**src/design/vmse_pkg.sv**
```systemverilog
// shared types, constants and arithmetic helpers for the stereo echo mixer
// no dependencies; every design file but the checker imports this package
package vmse_pkg;

	localparam int ECHO_DEPTH = 16384;
	localparam int ECHO_AW    = $clog2(ECHO_DEPTH);
	localparam int CNT_W      = ECHO_AW + 1;
	localparam int SAMPLE_W   = 16;
	localparam int LEN_W      = 15;
	localparam int CFG_IDX_W  = 1;
	localparam int RECIP_SHIFT = 17;

	// register indexes of the configuration port
	localparam logic [CFG_IDX_W-1:0] REG_LEFT_LEN  = 1'd0;
	localparam logic [CFG_IDX_W-1:0] REG_RIGHT_LEN = 1'd1;

	localparam logic [LEN_W-1:0] LEFT_LEN_RESET  = 15'd11025;
	localparam logic [LEN_W-1:0] RIGHT_LEN_RESET = 15'd14700;

	// ceil(2^17 / 3), exact for magnitudes below 2^17
	localparam logic [15:0] RECIP_3 = 16'd43691;

	typedef logic signed [SAMPLE_W-1:0] sample_t;

	typedef struct packed {
		sample_t sum;
		logic    ovf;
	} add_res_t;

	// frame totals including the item now offered
	typedef struct packed {
		sample_t dry_l;
		sample_t dry_r;
		sample_t aux_l;
		sample_t aux_r;
		logic    wrap;
	} mix_tot_t;

	// echo pipeline control, one bit per stage
	typedef struct packed {
		logic start;
		logic v_s1;
		logic v_s2;
	} echo_ctl_t;

	// 16-bit wrapping add with overflow flag
	function automatic add_res_t add16(sample_t a, sample_t b);
		logic signed [SAMPLE_W:0] s;
		add_res_t r;
		s = {a[SAMPLE_W-1], a} + {b[SAMPLE_W-1], b};
		r.sum = s[SAMPLE_W-1:0];
		r.ovf = s[SAMPLE_W] ^ s[SAMPLE_W-1];
		return r;
	endfunction

	// halve, rounding toward zero
	function automatic sample_t half_tz(sample_t v);
		logic signed [SAMPLE_W:0] t;
		logic signed [SAMPLE_W:0] h;
		t = {v[SAMPLE_W-1], v} + {{SAMPLE_W{1'b0}}, v[SAMPLE_W-1]};
		h = t >>> 1;
		return h[SAMPLE_W-1:0];
	endfunction

	// delay length clamped to 1..ECHO_DEPTH
	function automatic logic [CNT_W-1:0] eff_len(logic [LEN_W-1:0] len);
		int l;
		l = int'(len);
		if (l == 0) begin
			l = 1;
		end else if (l > ECHO_DEPTH) begin
			l = ECHO_DEPTH;
		end
		return CNT_W'(l);
	endfunction

endpackage

```
**src/design/vmse_mix_acc.sv**
```systemverilog
// dry and aux bus accumulators with the per-frame wrap flag
// depends on vmse_pkg
module vmse_mix_acc (
	input  logic               clk,
	input  logic               arst_n,
	input  logic               take,
	input  vmse_pkg::sample_t  voice_left,
	input  vmse_pkg::sample_t  voice_right,
	input  logic               voice_present,
	input  logic               send_to_aux,
	input  logic               frame_end,
	output vmse_pkg::mix_tot_t tot
);
	import vmse_pkg::*;

	sample_t  dry_l_q, dry_r_q, aux_l_q, aux_r_q;
	logic     wrap_q;
	sample_t  hl, hr;
	add_res_t a_dl, a_dr, a_al, a_ar;

	assign hl   = half_tz(voice_left);
	assign hr   = half_tz(voice_right);
	assign a_dl = add16(dry_l_q, hl);
	assign a_dr = add16(dry_r_q, hr);
	assign a_al = add16(aux_l_q, hl);
	assign a_ar = add16(aux_r_q, hr);

	always_comb begin
		tot.dry_l = dry_l_q;
		tot.dry_r = dry_r_q;
		tot.aux_l = aux_l_q;
		tot.aux_r = aux_r_q;
		tot.wrap  = wrap_q;
		if (voice_present) begin
			tot.dry_l = a_dl.sum;
			tot.dry_r = a_dr.sum;
			tot.wrap  = tot.wrap | a_dl.ovf | a_dr.ovf;
			if (send_to_aux) begin
				tot.aux_l = a_al.sum;
				tot.aux_r = a_ar.sum;
				tot.wrap  = tot.wrap | a_al.ovf | a_ar.ovf;
			end
		end
	end

	always_ff @(posedge clk or negedge arst_n) begin
		if (!arst_n) begin
			dry_l_q <= '0;
			dry_r_q <= '0;
			aux_l_q <= '0;
			aux_r_q <= '0;
			wrap_q  <= 1'b0;
		end else if (take) begin
			if (frame_end) begin
				dry_l_q <= '0;
				dry_r_q <= '0;
				aux_l_q <= '0;
				aux_r_q <= '0;
				wrap_q  <= 1'b0;
			end else begin
				dry_l_q <= tot.dry_l;
				dry_r_q <= tot.dry_r;
				aux_l_q <= tot.aux_l;
				aux_r_q <= tot.aux_r;
				wrap_q  <= tot.wrap;
			end
		end
	end

endmodule

```
**config.mk**
```make
export PLATFORM = sky130hd
export DESIGN_NAME = vmse_mix_acc
export DESIGN_NICKNAME = d
export VERILOG_FILES = /design/src/design/vmse_pkg.sv /design/src/design/vmse_mix_acc.sv
export SDC_FILE = /design/constraint.sdc
export NUM_CORES = 1
export LEC_CHECK = 0
export ABC_AREA = 1
export BUFFER_PORTS_ARGS = -buffer_cell sky130_fd_sc_hd__buf_2
export CORE_MARGIN = 3
export CORE_UTILIZATION = 50
export DETAILED_ROUTE_END_ITERATION = 8
export PLACE_DENSITY_LB_ADDON = 0.05
export RECOVER_POWER = 100
export SLEW_MARGIN = 20
export SYNTH_ARGS = -nofsm -noshare
export SYNTH_HDL_FRONTEND = slang
export SYNTH_SLANG_ARGS = --single-unit
export TNS_END_PERCENT = 50
```
**constraint.sdc**
```tcl
create_clock -name clk -period 5.8 [get_ports clk]
set_clock_uncertainty 0.15 [all_clocks]
set_input_delay 0.29 -clock clk [delete_from_list [all_inputs] [get_ports clk]]
set_output_delay 0.29 -clock clk [all_outputs]
set_load 0.005 [all_outputs]
```
==> results of run 1 <==
## registers in the layout, indices dropped and copies added (netlist names)
signal / count
aux_l_q: 16
aux_r_q: 16
dry_l_q: 16
dry_r_q: 16
wrap_q: 1
## cells by family after synthesis
group	Yosys count
flip-flops	65
XOR/XNOR	73
adder cells (fa/ha/maj)	71
AND/OR/NAND/NOR	477
buffers and inverters	171
AO/OA/AOI/OAI	178
## where the power goes
part           leakage (uW)  switching (uW)  internal (uW)
combinational       0.00338             516            334
sequential         0.000868            49.1            510
clock              0.000153             221            368
## layout make-up
| type | instances | area share |
|---|---|---|
| Tap cell | 176 | 0.0284 |
| Multi-Input combinational cell | 799 | 0.592 |
| Clock inverter | 2 | 0.00451 |
| Timing Repair Buffer | 105 | 0.0606 |
| Clock buffer | 14 | 0.0353 |
| Inverter | 145 | 0.0701 |
| Sequential cell | 65 | 0.209 |
## metrics by stage
| step | hold WS, ps | utilization | worst slack (ps) | power (uW) |
|---|---|---|---|---|
| detailed placement | 354 | 0.564 | 1930 | 1440 |
| global placement | 351 | 0.564 | 2010 | 1430 |
| finish | 272 | 0.582 | 1340 | 2000 |
| floorplan | -156 | - | 2620 | 1180 |
| global route | 301 | 0.582 | 875 | 2170 |
| CTS | 41.5 | 0.587 | 1920 | 2030 |
## worst max-delay path by stage
stage          slack, ps     endpoint       startpoint
2_1_floorplan       2620       tot[0]   voice_right[0]
3_3_place_gp        2010       tot[0]  voice_right[15]
3_5_place_dp        1930       tot[0]  voice_right[15]
4_1_cts             1920       tot[0]  voice_right[15]
5_1_grt              870   dry_l_q[4]             take
6_report            1340  dry_l_q[15]             take
## per-layer routing
layer  wire length, um  GRT usage
met3               770     0.0444
met4               245     0.0581
met5                 0          0
met1              8240      0.306
met2              8560      0.434
## placed cells by master (no fill, tap or decap), types with 8 or more instances in the layout
cell / count
nor2_1: 72
a22o_1: 21
clkbuf_1: 47
ha_1: 67
a21oi_1: 62
o21ai_0: 60
nand2_2: 8
nand3_1: 26
nand2_1: 336
buf_2: 52
clkbuf_16: 9
inv_1: 145
xor2_1: 47
dfrtp_1: 65
xnor2_1: 26
## critical path, delay by kind of cell
kind | cells | cell delay, ps
compound gates | 1 | 320
buf+inv | 3 | 3620
simple gates | 1 | 310
==> metrics.md, run 1 <==
| Metric | Value |
|---|---|
| Status | finished, violations left |
| Failing checks | max-capacitance violations, max-slew violations |
| Initial antenna violation count | 0 |
| Crit-path cells | clkbuf_1, inv_1, nor2_4, clkbuf_1, a22o_1 |
| Clock Sinks | 65 |
| Worst vdd ir | around 0.21 mV |
| LEAKAGE | approximately 0.0044 uW |
| Cells taking the most area after synthesis | dfrtp_1 24%, nand2_1 18%, ha_1 12% |
| Yosys cell types | 38 |
| Adder-Cell Fraction of Synth Area | 0.134 |
| Core area | between 0.01 and 0.015 mm^2 |
| Critical path peak fanout | 50 |
| GPL Wtd Cong | a little under 0.9 |
| Fraction of layout cells with a size suffix above 1 | 0.0929 |
| Port bufs | about 100 |
| Critical path capture point type | register |
| Fin cells | around 1300 |
| Register bit total from synthesis | 65 |
| Synth Flop Type | dfrtp_1 |
| CTS Root Buffer Type | clkbuf_16 |
| Worst hold endpoint | wrap_q |
| Clock buffer depth | 2 |
| Synth Area in XOR/XNOR | 0.0930 |
| Unrepaired setup endpoints after global routing | false |
| Vias in the first global route | ~6200 |
| Reg2reg end | wrap_q |
| Net count, final | ~1200 |
| Cts bufs inserted | 9 |
| Die X | between 100 and 150 um |
| Hold Crit Depth | 7 |
| Die height | roughly 120 um |
| Final Max Tran Viols | between 200 and 250 |
| Worst slew pin tran | about 3800 ps |
| Final WL | 17800 um |
| Post-synthesis sequential area ratio | 0.236 |
| Routed len/inst | roughly 14 um |
| Die ar. | ~0.015 mm^2 |
| Post-CTS Resized | 0 |
| Via count | 6571 |
| Post-Syn Area | 0.00688 mm^2 |
| Clock latency on the worst-skew pair | 340 ps |
| Diode count | 0 |
| IO Pins | between 100 and 150 |
| Largest family of logic cells by synthesized area | simple AND/OR/NAND/NOR gates |
| Synth Area in Compound Gates | 0.156 |
| Global-route wire length before repair | between 20000 and 30000 um |
| Row Count | 42 |
| DRC viols | 0 |
| Setup Viol. Count Final | 0 |
| Fin. Hold Viols | 0 |
| Area after DPL | 0.00753 mm^2 |
| Setup crit start kind | input pin |
| Crit path largest cell delay | between 1500 and 2000 ps |
| Post-synth top area cell | dfrtp_1 |
| Setup TNS Final | 0 ps |
| Yosys Warn Count | 0 |
| Gate Count Post-Synth | between 1000 and 1500 |
| Pwr per Cell Area | between 200 and 300 mW/mm^2 |
| Final period util | 0.770 |
| DR iter-0 viols | between 300 and 400 |
| Max-cap violations | 4 |
| CTS tree | done |
| Commonest cells post-synth | 335 x nand2_1, 143 x inv_1, 73 x nor2_1 |
| Post-CTS Setup Inserts | 0 |
| Critical path type | input pin to register |
| Largest net degree at the start of global routing | 66 |
| R2R depth | 17 |
| Critical-path top delay cell | clkbuf_1 |
| Area of the multi-input gates | around 0.0046 mm^2 |
| Fill cells | ~1400 |
| GRT overflow | 0 |
| Post-DP HPWL | around 13000 um |
| Min Tclk post-route | between 4000 and 5000 ps |
| Number of enable flip-flop cells after synthesis | 0 |
| Syn-to-layout area delta | 12.9% |
| Required @ worst endpoint | 5920 ps |
| Max Clock Freq | roughly 220 MHz |
| Reg area | around 0.0016 mm^2 |
| Ys async rst share | 1.00 |
| Synth Area in Simple Gates | 0.287 |
| Post-synthesis mux area share | 0 |
| Data arrival, critical path | between 4000 and 5000 ps |
| Clock transition at path regs | about 60 ps |
| GRT Resource Usage Total | 0.244 |
| CTS HTree Levels | 3 |
| Detailed Routing Iterations Pass 1 | 5 |
| Most Frequent Cell on Critical Path | clkbuf_1 |
| Top-count cell post-synth | nand2_1 |
| Worst r2r src | dry_l_q[0] |
| Yosys top cell area share | 0.236 |
| Starting Density | 0.515 |
| Hold Buf Count CTS | 0 |
| Hold Crit Class | input pin to register |
| Avg Cell Area, Syn | between 6 and 7 um^2 |
| Inst Count DP | 1290 |
| Worst slew margin | -1.50 |
| Number of routed nets with antenna violations | 0 |
| Vias/cell | 5.03 |
| Slack of the worst reg-to-reg path | between 3000 and 4000 ps |
| Final instance area | just under 0.008 mm^2 |
| Syn Nets | about 1100 |
| Critical hold path startpoint | send_to_aux |
No activity file was read; power rests on OpenSTA's default activity.
==> run 2, diff against run 1 <==
clock period = 4.3 ns   (was 5.8 ns; I/O delays follow)
==> run 2 against run 1 <==
  * The flow still finishes with violations (max-capacitance violations, max-slew violations)
  * Total power is 33% higher
  * Hold slack lost 84 ps
  * Core utilization hardly changed
  * Critical path depth up 2
  * Clock power is 28% higher
  * Non-clock buffer count rose by 2
  * First-iteration DRC count down 14%
  * Die area is the same
  * Sequential power up 35%
  * Critical endpoint is now tot[24]
==> metrics.md, run 2 (same netlist as run 1, synthesis figures left out) <==
| Metric | Value |
|---|---|
| Die ar. | between 0.015 and 0.02 mm^2 |
| Setup TNS Final | 0 ps |
| Most Frequent Cell on Critical Path | clkbuf_1 |
| Hold Crit Class | input pin to register |
| Worst vdd ir | approximately 0.24 mV |
| GRT overflow | 0 |
| LEAKAGE | roughly 0.0044 uW |
| Initial antenna violation count | 0 |
| Worst slew pin tran | approximately 1900 ps |
| Inst Count DP | about 1300 |
| Area of the multi-input gates | between 0.004 and 0.005 mm^2 |
| Critical-path top delay cell | clkbuf_1 |
| Area after DPL | roughly 0.0075 mm^2 |
| Port bufs | approximately 100 |
| Failing checks | max-capacitance violations, max-slew violations |
| Diode count | 0 |
| Syn-to-layout area delta | 12.9% |
| Fin. Hold Viols | 0 |
| Via count | ~6500 |
| Status | finished, violations left |
| Max Clock Freq | 259 MHz |
| Cts bufs inserted | 9 |
| Fill cells | between 1000 and 1500 |
| Global-route wire length before repair | about 30000 um |
| Number of routed nets with antenna violations | 0 |
| Crit-path cells | clkbuf_1, nand2_1, inv_1, clkbuf_1, nor2_1, a21oi_1, clkbuf_2 |
| Largest net degree at the start of global routing | slightly above 50 |
| Fraction of layout cells with a size suffix above 1 | 0.0989 |
| Crit path largest cell delay | around 1200 ps |
| Max-cap violations | 3 |
| Routed len/inst | between 10 and 15 um |
| Final period util | 0.896 |
| Row Count | between 40 and 50 |
| Setup Viol. Count Final | 0 |
| Critical path peak fanout | 37 |
| Post-layout power | approximately 2700 uW |
| Clock transition at path regs | around 60 ps |
| Die height | ~120 um |
| CTS Root Buffer Type | clkbuf_16 |
| Vias/cell | around 5 |
| CTS tree | done |
| Worst Path Buf+Inv | 4 |
| Final WL | 17900 um |
| Reg area | around 0.0016 mm^2 |
| Min Tclk post-route | 3850 ps |
| Critical path type | input pin to output port |
| Required @ worst endpoint | 3930 ps |
| Final instance area | between 0.007 and 0.008 mm^2 |
| Die X | approximately 120 um |
| Clock buffer depth | 2 |
| GPL Wtd Cong | just under 0.9 |
| Final Max Tran Viols | between 100 and 150 |
| Starting Density | 0.515 |
| Pwr per Cell Area | roughly 340 mW/mm^2 |
| Detailed Routing Iterations Pass 1 | 4 |
| Critical path capture point type | output port |
| Setup crit start kind | input pin |
| Fin cells | about 1300 |
| DR iter-0 viols | between 200 and 300 |
| Clock Sinks | 65 |
| Vias in the first global route | 6277 |
| Worst slew margin | -0.277 |
| Net count, final | between 1000 and 1500 |
| Most common cell after layout, fill and taps aside | nand2_1 |
| IO Pins | 103 |
| DRC viols | 0 |
| CTS HTree Levels | 3 |
| Core area | 0.0133 mm^2 |
| Slack of the worst reg-to-reg path | around 1800 ps |
| Clock latency on the worst-skew pair | roughly 340 ps |
| Data arrival, critical path | 3490 ps |
| CP delay by family, top | buffers and inverters |
| Post-DP HPWL | 13500 um |
| Most frequent cells in the layout | 335 x nand2_1, 145 x inv_1, 73 x nor2_1 |
| GRT Resource Usage Total | 0.244 |
| Unrepaired setup endpoints after global routing | false |
==> run 2: cell count changes in the layout (fill, tap and decap cells not counted), sizes merged <==
cell,before,now
dlygate4sd3,0,1
buf,54,56
clkinvlp,0,1
clkbuf,65,60
clkinv,1,4
==> run 2: layout make-up <==
type / instances / area share
clock buffer: 10 / 0.0308
clock inverter: 6 / 0.00741
inverter: 145 / 0.0701
multi-input combinational: 799 / 0.591
sequential: 65 / 0.210
tap: 176 / 0.0284
timing repair buffer: 107 / 0.0630
==> run 2: final timing paths <==
kind	start	endpoint	depth (start not counted)
setup / recovery	voice_present	tot[24]	7
hold / removal	send_to_aux	wrap_q	7
setup reg to reg	aux_r_q[0]	wrap_q	16
hold reg to reg	aux_l_q[10]	aux_l_q[10]	2
max in group asynchronous	arst_n	dry_r_q[7]	3
min in group asynchronous	arst_n	dry_l_q[1]	2
==> run 2: what timing repair did <==
action                    in CTS  in global routing
hold endpoints to repair      32                  0
resized for setup              0                  0
setup buffers                  0                  0
hold buffers                   1                  0
==> run 2: power by group <==
part           internal [uW]  leakage (uW)  switching [uW]
combinational            453       0.00340             699
sequential               688      0.000868            64.4
clock                    460      0.000148             294
==> run 2: worst register-to-register path, cell delays in order (launching register included) <==
cell,delay (ps)
dfrtp_1,350
ha_1,190
inv_1,60
fa_1,430
o21ai_2,260
nand2_1,80
nand2_1,130
nand2_1,80
nand2_1,100
nand2_1,60
nand2_1,90
inv_1,40
nand3_1,80
nand3_2,70
nand2_2,130
nand2_1,50
nand2_1,90
==> run 2: layer usage <==
metal | wire length, um | share of wire | GRT usage | vias up
li1 | - | - | - | 3480
met1 | 8290 | 0.46 | 0.305 | 2945
met2 | 8640 | 0.48 | 0.437 | 104
met3 | 703 | 0.039 | 0.0366 | 14
met4 | 244 | 0.014 | 0.0678 | 0
met5 | 0 | 0 | 0 | -
==> run 2: stage by stage <==
step / utilization / setup slack (ps) / hold WS (ps)
5_1_grt: 0.582 / 51.2 / 206
3_5_place_dp: 0.565 / 604 / 204
3_3_place_gp: 0.565 / 667 / 202
6_report: 0.582 / 445 / 188
2_1_floorplan: - / 1270 / -231
4_1_cts: 0.588 / 587 / 154
==> run 3, diff against run 2 <==
RECOVER_POWER = not set   (was 100)
SLEW_MARGIN = 15   (was 20)
==> run 3 against run 2 <==
  * The run now ends clean
  * Critical path depth is 19 higher
  * Total power is 1.0% higher
  * Critical endpoint is now tot[0]
  * Global-route usage stayed put
  * Sequential share of layout area is 0.22 points lower
  * Largest power group unchanged
==> metrics.md, run 3 (same netlist as run 1, synthesis figures left out) <==
| Metric | Value |
|---|---|
| Status | completed |
| Starting Density | 0.515 |
| Pint | roughly 1600 uW |
| GRT Resource Usage Total | 0.244 |
| CTS tree | done |
| CTS Root Buffer Type | clkbuf_16 |
| Worst slew pin tran | between 1000 and 1500 ps |
| Global-route wire length before repair | just under 30000 um |
| Max-cap violations | 0 |
| Sw Pwr | approximately 1100 uW |
| Cts bufs inserted | 9 |
| Critical path peak fanout | 4 |
| Critical path type | input pin to output port |
| Core area | 0.0133 mm^2 |
| Diode count | 0 |
| Routed len/inst | approximately 14 um |
| Critical path capture point type | output port |
| Largest net degree at the start of global routing | 51 |
| Required @ worst endpoint | between 3000 and 4000 ps |
| Min Tclk post-route | around 3700 ps |
| Post-layout power | 2690 uW |
| Net count, final | 1236 |
| Setup crit end | tot[0] |
| Clock Power Share | 0.282 |
| Initial antenna violation count | 0 |
| DRC viols | 0 |
| Reg2reg end | dry_l_q[14] |
| Unrepaired setup endpoints after global routing | false |
| CTS HTree Levels | 3 |
| Clock buffer depth | 2 |
| Worst r2r src | dry_l_q[0] |
| Setup Viol. Count Final | 0 |
| Clock latency on the worst-skew pair | between 300 and 400 ps |
| Pwr per Cell Area | ~340 mW/mm^2 |
| DR iter-0 viols | 265 |
| Vias in the first global route | about 6300 |
| Hold Crit Class | input pin to register |
| Sw Ratio | 0.396 |
| Slack of the worst reg-to-reg path | ~1800 ps |
| Via count | approximately 6500 |
| Vias/cell | about 5.0 |
| Fraction of layout cells with a size suffix above 1 | 0.141 |
| Final period util | 0.855 |
| Most common cell after layout, fill and taps aside | nand2_1 |
| Die height | about 120 um |
| Core Util, Final | 0.588 |
| Fin cells | between 1000 and 1500 |
| Die X | roughly 120 um |
| Beginning of the critical path | voice_right[15] |
| Number of routed nets with antenna violations | 0 |
| Final Max Tran Viols | 0 |
| GRT overflow | 0 |
| Port bufs | between 100 and 150 |
| GPL Wtd Cong | around 0.90 |
| Clock transition at path regs | roughly 60 ps |
| Most frequent cells in the layout | 335 x nand2_1, 143 x inv_1, 102 x buf_2 |
| Data arrival, critical path | 3310 ps |
| Final WL | 17900 um |
| Row Count | 42 |
| Fin. Hold Viols | 0 |
| LEAKAGE | 0.00456 uW |
| Hold Crit Depth | 2 |
| Clock Sinks | 65 |
| R2R depth | 13 |
| Worst vdd ir | around 0.24 mV |
| Syn-to-layout area delta | 14.1% |
| Setup TNS Final | 0 ps |
| Post-DP HPWL | ~14000 um |
| Max Clock Freq | 272 MHz |
| Inst Count DP | between 1000 and 1500 |
| Setup crit start kind | input pin |
| Sequential share of power | 0.280 |
| Logic pwr share | 0.438 |
| Detailed Routing Iterations Pass 1 | 4 |
| Worst slew margin | 0.291 |
| IO Pins | 103 |
| Die ar. | ~0.015 mm^2 |
[run 3: layout make-up]
type | count | area (um^2)
Tap cell | 176 | 220
Clock buffer | 10 | 239
Fill cell | 1353 | 5500
Sequential cell | 65 | 1630
Timing Repair Buffer | 107 | 551
Clock inverter | 6 | 57.6
Multi-Input combinational cell | 799 | 4610
Inverter | 145 | 544
[run 3: worst min path at each step]
stage	start	end	slack (ps)
5_1_grt	take	dry_l_q[0]	170
4_1_cts	take	dry_r_q[0]	150
3_5_place_dp	arst_n	dry_l_q[1]	200
6_report	take	dry_l_q[0]	170
2_1_floorplan	arst_n	aux_l_q[0]	-230
3_3_place_gp	arst_n	dry_l_q[1]	200
[run 3: what timing repair did]
item | 4_1_cts | 5_1_grt
hold buffers | 1 | 0
endpoints found under the hold margin | 32 | 0
buffers inserted | 0 | 0
resized for setup | 0 | 0
[run 3: power by group through the flow]
stage	clock network (uW)	logic, uW	registers (uW)
5_1_grt	798	1350	762
3_3_place_gp	0	1170	763
2_1_floorplan	0	848	744
4_1_cts	776	1190	753
3_5_place_dp	0	1180	761
6_report	758	1180	752
[run 3: metrics by stage]
step,worst slack (ps),hold slack [ps],area [um^2]
after floorplan,1270,-231,6880
after global placement,667,202,7540
after detailed placement,604,204,7540
after CTS,587,154,7850
after global routing,91.7,172,7850
final,622,166,7850
[run 3: routing by layer]
metal / global-route usage / wire [um] / vias to the layer above
met3: 0.0366 / 707 / 18
met1: 0.305 / 8200 / 2931
met4: 0.0678 / 293 / 0
li1: - / - / 3484
met2: 0.437 / 8700 / 112
met5: 0 / 0 / -
[run 3: critical path, stage by stage]
cell	delay, ps
buf_2	90
nand2_1	70
inv_1	60
ha_1	150
nand2_1	60
inv_1	100
nand3_1	110
nor3_1	300
nand3_1	170
nor2_1	240
xor2_1	260
ha_1	330
a21oi_1	230
o21ai_0	120
nand2_1	70
nand2_1	40
inv_1	50
nand2_1	70
inv_1	50
nand2_1	40
nand2_1	80
inv_1	40
nand3_1	80
nand3_2	70
nand2_2	100
buf_2	110
